[config.mk]
export PLATFORM = sky130hd
export DESIGN_NAME = stream_find_and_replace_core
export DESIGN_NICKNAME = d
export VERILOG_FILES = /design/src/hdl/sfr_pkg.sv /design/src/hdl/stream_find_and_replace_core.sv /design/src/hdl/sfr_front.sv /design/src/hdl/sfr_queue.sv /design/src/hdl/sfr_back.sv
export SDC_FILE = /design/constraint.sdc
export NUM_CORES = 1
export LEC_CHECK = 0
export BUFFER_PORTS_ARGS = -buffer_cell sky130_fd_sc_hd__buf_4
export CAP_MARGIN = 20
export CELL_PAD_IN_SITES_DETAIL_PLACEMENT = 0
export CELL_PAD_IN_SITES_GLOBAL_PLACEMENT = 2
export CORE_ASPECT_RATIO = 0.6
export CORE_MARGIN = 2
export CORE_UTILIZATION = 29
export DETAILED_ROUTE_END_ITERATION = 10
export PLACE_DENSITY_LB_ADDON = 0.1
export SLEW_MARGIN = 20
export SYNTH_ARGS = -nofsm -noshare
export SYNTH_HDL_FRONTEND = slang
export SYNTH_SLANG_ARGS = --single-unit
[constraint.sdc]
create_clock -name clk_i -period 10.4 [get_ports clk_i]
set_input_delay 1.56 -clock clk_i [delete_from_list [all_inputs] [get_ports clk_i]]
set_output_delay 1.56 -clock clk_i [all_outputs]
set_load 0.05 [all_outputs]
[src/hdl/sfr_pkg.sv]
package sfr_pkg;

  localparam int unsigned MAX_PATTERN     = 8;
  localparam int unsigned MAX_REPLACEMENT = 8;
  localparam int unsigned WORD_BYTES      = 8;
  localparam int unsigned WORD_W          = 8 * WORD_BYTES;
  localparam int unsigned CNT_W           = 4;
  localparam int unsigned IDX_W           = $clog2(WORD_BYTES);
  localparam int unsigned JQ_DEPTH        = 4;
  localparam int unsigned CFG_IDX_W       = 2;

  typedef enum logic [CFG_IDX_W-1:0] {
    CFG_PATTERN_BYTES,
    CFG_PATTERN_LENGTH,
    CFG_REPLACEMENT_BYTES,
    CFG_REPLACEMENT_LENGTH
  } cfg_idx_e;

  typedef struct packed {
    logic [7:0] data_byte;
    logic       byte_present;
    logic       end_of_content;
  } in_item_t;

  typedef struct packed {
    logic [7:0] out_byte;
    logic       out_valid;
    logic       out_end;
    logic       last_of_run;
  } out_item_t;

  // effective configuration, lengths already clamped
  typedef struct packed {
    logic [WORD_W-1:0] pattern;
    logic [CNT_W-1:0]  plen;
    logic [WORD_W-1:0] repl;
    logic [CNT_W-1:0]  rlen;
  } cfg_t;

  // one queued job: emit the first count bytes of data; count zero with fin
  // set stands for a bare end marker
  typedef struct packed {
    logic [WORD_W-1:0] data;
    logic [CNT_W-1:0]  count;
    logic              fin;
  } job_t;

endpackage

[src/hdl/stream_find_and_replace_core.sv]
// Channel   Dir  Handshake          Beat
// -------   ---  ---------          ----
// input     in   push / full        in_item_i  (data_byte, byte_present, end_of_content)
// result    out  empty / pop        out_item_o (out_byte, out_valid, out_end, last_of_run)
// config    in   cfg_we_i           cfg_idx_i, cfg_data_i (no wait, no read-back)
//
// An input beat is taken every cycle while the job queue has room; the front
// classifies the whole window in that cycle.
// Results leave at one beat per cycle from the back while they are popped, so
// an input that causes r results occupies the back until its last one is
// loaded; a result passes through the job queue, then the output register.
// Reset clears config, held count, queue pointers and output valid; no
// clearing pass. Either side may stall freely, the four-deep job queue and
// the output register decouple them.
module stream_find_and_replace_core import sfr_pkg::*; (
  input  logic                 clk_i,
  input  logic                 rst_ni,
  input  logic                 push,
  output logic                 full,
  input  in_item_t             in_item_i,
  output logic                 empty,
  input  logic                 pop,
  output out_item_t            out_item_o,
  input  logic                 cfg_we_i,
  input  logic [CFG_IDX_W-1:0] cfg_idx_i,
  input  logic [WORD_W-1:0]    cfg_data_i
);

  logic [WORD_W-1:0] pat_q, repl_q;
  logic [CNT_W-1:0]  plen_q, rlen_q;
  cfg_t              cfg;
  logic              accept, held_empty;
  job_t              fr_job, bk_job;
  logic              fr_push, q_full, q_empty, bk_pop;

  // register file; pattern writes are dropped while bytes are held, so the
  // held window stays a prefix of the pattern in force
  always_ff @(posedge clk_i or negedge rst_ni) begin
    if (!rst_ni) begin
      pat_q  <= '0;
      plen_q <= '0;
      repl_q <= '0;
      rlen_q <= '0;
    end else if (cfg_we_i) begin
      case (cfg_idx_e'(cfg_idx_i))
        CFG_PATTERN_BYTES: begin
          if (held_empty) pat_q <= cfg_data_i;
        end
        CFG_PATTERN_LENGTH: begin
          if (held_empty) plen_q <= cfg_data_i[CNT_W-1:0];
        end
        CFG_REPLACEMENT_BYTES: begin
          repl_q <= cfg_data_i;
        end
        CFG_REPLACEMENT_LENGTH: begin
          rlen_q <= cfg_data_i[CNT_W-1:0];
        end
        default: begin
        end
      endcase
    end
  end

  // oversized lengths act as the maximum
  always_comb begin
    cfg.pattern = pat_q;
    cfg.repl    = repl_q;
    cfg.plen    = (plen_q > CNT_W'(MAX_PATTERN)) ? CNT_W'(MAX_PATTERN) : plen_q;
    cfg.rlen    = (rlen_q > CNT_W'(MAX_REPLACEMENT)) ? CNT_W'(MAX_REPLACEMENT) : rlen_q;
  end

  assign full   = q_full;
  assign accept = push && !q_full;

  sfr_front u_front (
    .clk_i        (clk_i),
    .rst_ni       (rst_ni),
    .cfg_i        (cfg),
    .accept_i     (accept),
    .item_i       (in_item_i),
    .job_o        (fr_job),
    .job_push_o   (fr_push),
    .held_empty_o (held_empty)
  );

  sfr_queue u_queue (
    .clk_i   (clk_i),
    .rst_ni  (rst_ni),
    .push_i  (fr_push),
    .job_i   (fr_job),
    .full_o  (q_full),
    .pop_i   (bk_pop),
    .job_o   (bk_job),
    .empty_o (q_empty)
  );

  sfr_back u_back (
    .clk_i       (clk_i),
    .rst_ni      (rst_ni),
    .job_i       (bk_job),
    .job_empty_i (q_empty),
    .job_pop_o   (bk_pop),
    .out_o       (out_item_o),
    .out_empty_o (empty),
    .pop_i       (pop)
  );

endmodule

[src/hdl/sfr_front.sv]
module sfr_front import sfr_pkg::*; (
  input  logic     clk_i,
  input  logic     rst_ni,
  input  cfg_t     cfg_i,
  input  logic     accept_i,
  input  in_item_t item_i,
  output job_t     job_o,
  output logic     job_push_o,
  output logic     held_empty_o
);

  logic [7:0]             held_q [MAX_PATTERN];
  logic [7:0]             held_d [MAX_PATTERN];
  logic [CNT_W-1:0]       cnt_q, cnt_d;
  logic [7:0]             win [MAX_PATTERN];
  logic [MAX_PATTERN-1:0] eq [MAX_PATTERN];
  logic [MAX_PATTERN-1:0] match;
  logic [CNT_W-1:0]       n, shift, remain;
  logic [WORD_W-1:0]      win_word;
  logic                   replace;

  // window = held bytes with the new byte appended
  always_comb begin
    win_word = '0;
    for (int j = 0; j < MAX_PATTERN; j++) begin
      win[j] = (CNT_W'(j) == cnt_q) ? item_i.data_byte : held_q[j];
      win_word[8*j +: 8] = win[j];
    end
  end

  // all byte-vs-pattern compares in parallel, then a prefix check per offset
  always_comb begin
    n = cnt_q + CNT_W'(1);
    for (int j = 0; j < MAX_PATTERN; j++) begin
      for (int i = 0; i < MAX_PATTERN; i++) begin
        eq[j][i] = (win[j] == cfg_i.pattern[8*i +: 8]);
      end
    end
    for (int k = 0; k < MAX_PATTERN; k++) begin
      match[k] = 1'b1;
      for (int i = 0; i < MAX_PATTERN; i++) begin
        if ((k + i) < MAX_PATTERN && (k + i) < int'(n)) begin
          match[k] = match[k] & eq[(k + i) % MAX_PATTERN][i];
        end
      end
    end
    shift = n;
    for (int k = MAX_PATTERN - 1; k >= 0; k--) begin
      if (CNT_W'(k) < n && match[k]) begin
        shift = CNT_W'(k);
      end
    end
    remain  = n - shift;
    replace = (remain == cfg_i.plen);
  end

  always_comb begin
    job_o.data  = win_word;
    job_o.count = '0;
    job_o.fin   = item_i.end_of_content;
    cnt_d       = cnt_q;
    for (int j = 0; j < MAX_PATTERN; j++) begin
      held_d[j] = held_q[j];
    end
    if (item_i.byte_present) begin
      if (cfg_i.plen == '0) begin
        job_o.data  = {{(WORD_W-8){1'b0}}, item_i.data_byte};
        job_o.count = CNT_W'(1);
      end else if (replace) begin
        job_o.data  = cfg_i.repl;
        job_o.count = cfg_i.rlen;
        cnt_d       = '0;
      end else begin
        job_o.count = item_i.end_of_content ? n : shift;
        cnt_d       = item_i.end_of_content ? '0 : remain;
        for (int j = 0; j < MAX_PATTERN; j++) begin
          held_d[j] = '0;
          for (int s = 0; s < MAX_PATTERN; s++) begin
            if (shift == CNT_W'(s) && (j + s) < MAX_PATTERN) begin
              held_d[j] = win[(j + s) % MAX_PATTERN];
            end
          end
        end
      end
    end else if (item_i.end_of_content) begin
      job_o.count = cnt_q;
      cnt_d       = '0;
    end
  end

  assign job_push_o   = accept_i && (job_o.count != '0 || job_o.fin);
  assign held_empty_o = (cnt_q == '0);

  always_ff @(posedge clk_i or negedge rst_ni) begin
    if (!rst_ni) begin
      cnt_q <= '0;
    end else if (accept_i) begin
      cnt_q <= cnt_d;
    end
  end

  always_ff @(posedge clk_i) begin
    if (accept_i) begin
      held_q <= held_d;
    end
  end

endmodule

[src/hdl/sfr_queue.sv]
module sfr_queue import sfr_pkg::*; (
  input  logic clk_i,
  input  logic rst_ni,
  input  logic push_i,
  input  job_t job_i,
  output logic full_o,
  input  logic pop_i,
  output job_t job_o,
  output logic empty_o
);

  localparam int unsigned PTR_W = $clog2(JQ_DEPTH);

  job_t             mem_q [JQ_DEPTH];
  logic [PTR_W-1:0] wr_q, rd_q;
  logic [PTR_W:0]   fill_q;
  logic             do_push, do_pop;

  assign full_o  = (fill_q == (PTR_W+1)'(JQ_DEPTH));
  assign empty_o = (fill_q == '0);
  assign do_push = push_i && !full_o;
  assign do_pop  = pop_i && !empty_o;
  assign job_o   = mem_q[rd_q];

  always_ff @(posedge clk_i or negedge rst_ni) begin
    if (!rst_ni) begin
      wr_q   <= '0;
      rd_q   <= '0;
      fill_q <= '0;
    end else begin
      if (do_push) begin
        wr_q <= wr_q + PTR_W'(1);
      end
      if (do_pop) begin
        rd_q <= rd_q + PTR_W'(1);
      end
      if (do_push && !do_pop) begin
        fill_q <= fill_q + (PTR_W+1)'(1);
      end else if (do_pop && !do_push) begin
        fill_q <= fill_q - (PTR_W+1)'(1);
      end
    end
  end

  always_ff @(posedge clk_i) begin
    if (do_push) begin
      mem_q[wr_q] <= job_i;
    end
  end

endmodule

[src/hdl/sfr_back.sv]
module sfr_back import sfr_pkg::*; (
  input  logic      clk_i,
  input  logic      rst_ni,
  input  job_t      job_i,
  input  logic      job_empty_i,
  output logic      job_pop_o,
  output out_item_t out_o,
  output logic      out_empty_o,
  input  logic      pop_i
);

  logic [CNT_W-1:0] idx_q;
  logic             vld_q;
  out_item_t        out_q, res;
  logic             load, is_last;

  assign load    = !job_empty_i && (!vld_q || pop_i);
  assign is_last = (job_i.count == '0) || (idx_q == job_i.count - CNT_W'(1));

  always_comb begin
    res.out_byte    = '0;
    res.out_valid   = (job_i.count != '0);
    res.out_end     = job_i.fin && is_last;
    res.last_of_run = is_last;
    if (job_i.count != '0) begin
      res.out_byte = job_i.data[{idx_q[IDX_W-1:0], 3'b000} +: 8];
    end
  end

  assign job_pop_o   = load && is_last;
  assign out_o       = out_q;
  assign out_empty_o = !vld_q;

  always_ff @(posedge clk_i or negedge rst_ni) begin
    if (!rst_ni) begin
      idx_q <= '0;
      vld_q <= 1'b0;
    end else if (load) begin
      idx_q <= is_last ? '0 : idx_q + CNT_W'(1);
      vld_q <= 1'b1;
    end else if (pop_i) begin
      vld_q <= 1'b0;
    end
  end

  always_ff @(posedge clk_i) begin
    if (load) begin
      out_q <= res;
    end
  end

endmodule

Yosys cells after proc, flatten, opt, wreduce, memory -nomap -nowiden
Memories as Yosys holds them, arrays and structs flattened.
Index checks and enable logic that the tools add are counted.
{"block": "word_totals", "ram_bits": 276, "in_bits": 81, "ff_bits": 227, "mem_count": 1}
{"block": "classes", "bitwise_logic": 30, "n_shift": 1, "reduce_logical": 42, "muxes": 108, "n_eq_ne": 57, "add_sub_neg": 8, "magnitude_cmp": 18}
{"memory": "u_queue.mem_q", "depth": 4, "word_bits": 69, "read_ports": 1, "rd_ports_with_merged_regs": 0, "write_ports": 1, "line": "sfr_queue.sv:14", "text": "job_t mem_q [JQ_DEPTH];"}
{"op": "2-to-1 mux 8 bit", "n": 43}
{"op": "== test 8 bit", "n": 36}
{"op": "2-to-1 mux 64 bit", "n": 2}
{"op": "2-to-1 mux 4 bit", "n": 20}
{"op": "2-to-1 mux 68 bit", "n": 1}
{"op": "variable part select 64 x 7 -> 8 bit", "n": 1}
{"op": "2-to-1 mux 1 bit", "n": 40}
{"op": "< comparator 3 x 4 -> 1 bit, first input constant", "n": 8}
{"op": "bitwise AND 1 bit", "n": 28}
{"op": "logical AND 1 bit", "n": 17}
{"op": "== test 3 x 4 -> 1 bit, first input constant", "n": 4}
{"op": "== test 4 x 3 -> 1 bit, second input constant", "n": 4}
{"op": "logical NOT 4 bit", "n": 4}
{"op": "< comparator 1 x 4 -> 1 bit, first input constant", "n": 4}
{"op": "< comparator 2 x 4 -> 1 bit, first input constant", "n": 4}
{"op": "AND reduction 3 bit", "n": 3}
{"op": "adder 4 x 1 -> 4 bit, second input constant", "n": 2}
{"op": "== test 2 x 4 -> 1 bit, first input constant", "n": 2}
{"op": "== test 4 x 2 -> 1 bit, second input constant", "n": 2}
{"op": "== test 4 bit", "n": 2}
{"op": "greater-than comparator 4 bit, second input constant", "n": 2}
{"op": "nonzero test 4 bit", "n": 2}
{"op": "2-to-1 mux 3 bit", "n": 2}
{"op": "nonzero test 2 bit", "n": 3}
{"op": "other kinds (18)", "n": 28}

Longest topological paths before layout
{"block": "logic_depth", "word_depth": 33, "depth_mapped": 33}

By module
From an unflattened synthesis, not the netlist that was laid out.
{"block": "hier_totals", "hier_cells": 2351, "area_unflattened_um2": 29150.5}
{"module": "sfr_front", "area_each_um2": 12080.3, "seq_area_each_um2": 2021.9, "n_inst": 1, "cells_each": 1557}
{"module": "sfr_queue", "area_each_um2": 10455.0, "seq_area_each_um2": 8463.1, "n_inst": 1, "cells_each": 397}
{"module": "stream_find_and_replace_core", "area_each_um2": 5373.9, "seq_area_each_um2": 3403.3, "n_inst": 1, "cells_each": 299}
{"module": "sfr_back", "area_each_um2": 1241.2, "seq_area_each_um2": 455.4, "n_inst": 1, "cells_each": 98}

Worst setup path before layout
Ideal clock, no wire load.
{"block": "synth_path", "path_type": "input to register", "startpoint": "input in_item_i[4] (netlist name)", "endpoint": "register u_front.cnt_q[0]", "arrival_ns": 10.913, "setup_slack_ns": -0.615, "setup_time_ns": 0.102, "path_stages": 22, "required_ns": 10.298, "path_buffers": 4, "path_cell_list": "buf_2 xor2_1 or4_1 o31a_1 or3_1 a2111oi_4 nand2_1 nand3_2 inv_2 buf_2 buf_2 ha_1 fa_1 xnor2_1 xor2_1 nor4_1 mux2_2 mux2_4 buf_8 nor3_1 nand2_1 o21ai_0"}
{"block": "synth_via", "elab_chain_cells": 24, "word_cells_on_any_way": 130, "classes_between": "add/sub: 1; eq/ne: 37; mux: 56; bitwise: 28; reduce/logical: 8"}
{"item": "start, declared", "line": "stream_find_and_replace_core.sv:20", "text": "input in_item_t in_item_i,"}
{"item": "2-to-1 mux 8 bit", "line": "sfr_front.sv:26", "text": "win[j] = (CNT_W'(j) == cnt_q) ? item_i.data_byte : held_q[j];"}
{"item": "== test 8 bit", "line": "sfr_front.sv:36", "text": "eq[j][i] = (win[j] == cfg_i.pattern[8*i +: 8]);"}
{"item": "2-to-1 mux 1 bit", "line": "sfr_front.sv:42", "text": "if ((k + i) < MAX_PATTERN && (k + i) < int'(n)) begin"}
{"item": "bitwise AND 1 bit", "line": "sfr_front.sv:43", "text": "match[k] = match[k] & eq[(k + i) % MAX_PATTERN][i];"}
{"item": "2-to-1 mux 1 bit", "line": "sfr_front.sv:42"}
{"item": "bitwise AND 1 bit", "line": "sfr_front.sv:43"}
{"item": "2-to-1 mux 1 bit", "line": "sfr_front.sv:42"}
{"item": "bitwise AND 1 bit", "line": "sfr_front.sv:43"}
{"item": "[8 not listed]"}
{"item": "2-to-1 mux 1 bit", "line": "sfr_front.sv:42"}
{"item": "logical AND 1 bit", "line": "sfr_front.sv:49", "text": "if (CNT_W'(k) < n && match[k]) begin"}
{"item": "2-to-1 mux 4 bit *", "line": "sfr_front.sv:49"}
{"item": "subtractor 4 bit *", "line": "sfr_front.sv:53", "text": "remain = n - shift;"}
{"item": "== test 4 bit or 2-to-1 mux 4 bit (tied branches)", "line": "sfr_front.sv:54, sfr_front.sv:75"}
{"item": "2-to-1 mux 4 bit *", "line": "sfr_front.sv:69", "text": "end else if (replace) begin"}
{"item": "2-to-1 mux 4 bit *", "line": "sfr_front.sv:66", "text": "if (cfg_i.plen == '0) begin"}
{"item": "2-to-1 mux 4 bit *", "line": "sfr_front.sv:65", "text": "if (item_i.byte_present) begin"}
{"item": "end signal, assigned", "line": "sfr_front.sv:98", "text": "cnt_q <= cnt_d;"}
{"item": "end, declared", "line": "sfr_front.sv:14", "text": "logic [CNT_W-1:0] cnt_q, cnt_d;"}
Every way passes the cells marked *; elsewhere a longest branch is shown, timed or not. The select of a mux whose other input is x is not followed.
A chain may end at the register's enable or synchronous reset.

Worst setup path after layout
{"block": "layout_path", "startpoint": "register u_front.cnt_q[0]", "endpoint": "register u_queue.fill_q[1]"}
{"block": "layout_via", "elab_chain_cells": 32, "word_cells_on_any_way": 165, "classes_between": "add/sub: 2; order compare: 16; eq/ne: 44; mux: 58; bitwise: 28; reduce/logical: 17"}
{"item": "parallel branches: the longest is 24 deep, another holds adder 4 x 1 -> 4 bit"}
{"item": "2-to-1 mux 4 bit *", "line": "sfr_front.sv:65"}
{"item": "nonzero test 4 bit *", "line": "sfr_front.sv:91", "text": "assign job_push_o = accept_i && (job_o.count != '0 || job_o.fin);"}
{"item": "logical OR 1 bit *", "line": "sfr_front.sv:91"}
{"item": "logical AND 1 bit *", "line": "sfr_front.sv:91"}
{"item": "logical AND 1 bit *", "line": "sfr_queue.sv:21", "text": "assign do_push = push_i && !full_o;"}
{"item": "net u_queue.do_push", "line": "sfr_queue.sv:17", "text": "logic do_push, do_pop;"}
{"item": "logical NOT 1 bit", "line": "sfr_queue.sv:39", "text": "end else if (do_pop && !do_push) begin"}
{"item": "logical AND 1 bit", "line": "sfr_queue.sv:39"}
{"item": "nonzero test 2 bit (no line)"}
{"item": "end signal, assigned", "line": "sfr_queue.sv:38", "text": "fill_q <= fill_q + (PTR_W+1)'(1);"}
{"item": "end signal, assigned", "line": "sfr_queue.sv:40", "text": "fill_q <= fill_q - (PTR_W+1)'(1);"}
{"item": "end, declared", "line": "sfr_queue.sv:16", "text": "logic [PTR_W:0] fill_q;"}
Mark *: on every way through the listed nets, which the timed path passes.

==> impl_metrics.toml <==
[layout]
syn_to_final_growth_pct = 15.08
nets = 2573
layout-drive-gt1-share_pct = 22.22
stdcell_count = 3844

[drt]
vias = 22080
drtPass1Iterations = 6
drc_errors = 0
vias_per_cell = 5.745
ant_nets = 0
drt-initial-drc-count = 2827
drt_wl_total_um = 137900
wire_per_inst_um = 35.88

[critical_path]
cp-startpoint = "u_front.cnt_q[0]"
endpoint_kind = "flip-flop"
ff2ff_path_depth = 26
crit_type = "reg -> reg"
crit_path_max_fanout = 12
critPathRequiredTime_ns = 10.91
cp.arrival_ns = 10.04
r2r_slack_ns = 0.87
r2r-end = "u_queue.fill_q[1]"
reg2reg_from = "u_front.cnt_q[0]"
crit_path_start_kind = "flip-flop"

[synth]
synth_nets = 2517
synth.avg_cell_area_um2 = 11.83
synth_enable_flop_cells = 351
synth_largest_area_cell = "edfxtp_1"
synth_top_area_share_pct = 36.83
ys.flop_type = "edfxtp_1"
syn_area_um2 = 28620
yosysUniqueCellTypes = 103
ys_seq_elements = 503
ys.warnings.count = 0
async_reset_ff_share_pct = 30.22
synth_cells = 2419
yosysSeqAreaShare_pct = 50.12
synth.area.top_cells = "edfxtp_1 (37%), dfrtp_1 (13%), mux4_2 (6.7%)"

[global_route]
grtUsageTotal_pct = 26.82
first_global_vias = 21360
grt_first_pass_wirelength_um = 187700
overflow = 0
antenna_found_initial = 4
grt_max_degree = 54

[sta]
fin_crit_ns = 9.529
worst_pin_slew_ns = 1.206
max_freq_mhz = 104.9
setup_viol = 0
drv_slew = 0
fin_hold_ws_ns = 0.5096
final.setup.tns_ns = 0
report.final.hold_viol_count = 0
fin_skew_ns = 0.05434
period_share_pct = 91.62
slew_headroom_pct = 19.61
rsz0062_at_grt = "false"

[floorplan]
core.rowCount = 89
dieHeight_um = 247.3
die_w_um = 409.6
dieArea_um2 = 101300
io_pins = 94
start_util_pct = 29.17
coreArea_um2 = 98110

[run]
drv.max_cap_violation_count = 0

[pwr]
leakage_nw = 11.72
p_per_area_nw_per_um2 = 363.8
ir_drop_mv = 0.2207

[clock_network]
cts_tree = "yes"
clock-root-buffer = "clkbuf_16"
ctsHoldBuffers = 0
cts_buffer_depth = 3
h-tree-depth = 2
cts_made_buffers = 55
clk_pin_slew_worst_paths_ns = 0.06
cts_setup_buffers = 0
cts.sinks = 503
ctsResizeCount = 0
clk-insertion-delay-late_ns = 0.67

[placement]
port_buffers = 93
dp.cells = 3736
dp_hpwl_um = 101700
routabilityCongestion = 0.9636

[worst_hold_path]
whs_path_depth = 1
hold_end = "repl_q[22]"
holdCritPathClass = "reg -> reg"
worstHoldStart = "repl_q[22]"

[run_status]
outcome = "finished clean"
==> flip-flops by register name, indices dropped and copies added (netlist names) <==
| register | flops |
|---|---|
| u_back.vld_q | 1 |
| u_front.cnt_q | 4 |
| plen_q | 4 |
| u_queue.rd_q | 2 |
| rlen_q | 4 |
| u_queue.fill_q | 3 |
| repl_q | 64 |
| u_front.held_q | 64 |
| u_back.idx_q | 4 |
| u_queue.wr_q | 2 |
| pat_q | 64 |
| u_queue.mem_q | 276 |
| u_back.out_o | 11 |
==> logic make-up after synthesis <==
group	Yosys count	share of synthesized area [%]
and+or+nand+nor	564	9.933
AOI/OAI and AO/OA	472	11.17
buffers and inverters	284	4.219
DFF	503	50.12
adders and majority gates	17	0.7957
muxes	308	15.47
xor gates and xnor gates	271	8.293
==> where the power goes <==
group          switching (mW)  total (mW)  internal [mW]
sequential               1.01        4.14           3.14
combinational            3.67        5.80           2.14
clock                   0.901        2.04           1.14
==> final cells by class <==
type	instances	area, um^2
fillers	9725	65170
flip-flops and latches	503	14350
multi-input cells	1632	13180
well taps	1319	1650
repair buffers	203	1618
clock buffers	67	1431
clock inverters	35	387.9
inverters	80	300.3
diodes	5	12.51
==> critical path, cell delays in order (launching register included) <==
cell and delay, ns:
dfrtp_1 0.57, inv_1 0.22, ha_1 0.46, nor3b_4 0.87, mux2i_1 0.98, xnor2_1 0.20
nand4_1 0.10, or4_1 0.54, nor4_1 0.89, o21ai_0 0.29, nand3_2 0.19, inv_2 0.06
ha_1 0.21, fa_1 0.44, xnor2_1 0.30, xor2_1 0.18, nor4_1 0.07, mux2_2 0.28
mux2_4 0.36, mux2_4 0.33, o211a_1 0.26, o31ai_4 0.52, inv_1 0.10, ha_1 0.23
inv_1 0.08, fa_1 0.40, mux2_2 0.27
==> per-stage QoR <==
step           area (um^2)  total power [mW]  util, %  setup slack [ns]
6_report             32940             11.98    33.57            0.8711
3_5_place_dp         31100             9.809    31.70             1.170
3_3_place_gp         31070             9.835    31.67            0.9798
2_1_floorplan        28630             7.223        -            0.6405
4_1_cts              32920             11.90    33.55             1.146
5_1_grt              32920             12.47    33.56            0.7283
==> synth_stat cells (all sizes together) (12+ instances only) <==
cell	count
edfxtp	351
nand2	166
dfrtp	152
o21ai	149
xnor2	146
nor2	130
xor2	125
clkbuf	120
mux2	120
mux2i	103
mux4	85
buf	84
inv	78
a21oi	70
o22ai	54
nor3	48
nor2b	44
nor4	36
nand3	32
a221oi	31
nand4	30
o221ai	25
nand2b	19
a2111oi	18
ha	15
a22oi	14
a211oi	12
==> per-layer routing <==
| metal | vias up | part of all wire (%) | GRT usage, % |
|---|---|---|---|
| li1 | 9179 | - | - |
| met1 | 11680 | 49 | 41.84 |
| met2 | 1081 | 40 | 37.47 |
| met3 | 144 | 9.0 | 6.668 |
| met4 | 0 | 1.5 | 4.066 |
| met5 | - | 0 | 0 |
==> worst max path at each step <==
stage | to | slack, ns | depth (start not counted)
3_3_place_gp | u_queue.fill_q[1] | 0.98 | 26
6_report | u_queue.fill_q[1] | 0.87 | 26
3_5_place_dp | u_queue.fill_q[1] | 1.17 | 26
5_1_grt | u_queue.fill_q[1] | 0.73 | 26
4_1_cts | u_queue.fill_q[1] | 1.15 | 26
2_1_floorplan | u_queue.mem_q[0][0] | 0.64 | 23
==> cell usage in the layout (no fill, tap or decap), drive strengths merged, types with 6 or more instances in the layout <==
cell type,instances
edfxtp,351
buf,201
nand2,166
dfrtp,152
o21ai,149
xnor2,146
nor2,130
xor2,125
mux2,120
mux2i,103
mux4,85
inv,80
a21oi,70
clkbuf,69
o22ai,54
nor3,48
nor2b,44
nor4,36
nand3,32
a221oi,31
nand4,30
o221ai,25
clkinv,24
nand2b,19
a2111oi,18
ha,15
a22oi,14
a211oi,12
or4,8
a31oi,8
nand3b,8
o2111ai,7
o211ai,7
a2bb2oi,7
or2,6
o22a,6
bufinv,6
and2,6
a21o,6
nor3b,6
Power figures use the tool's default switching activity.
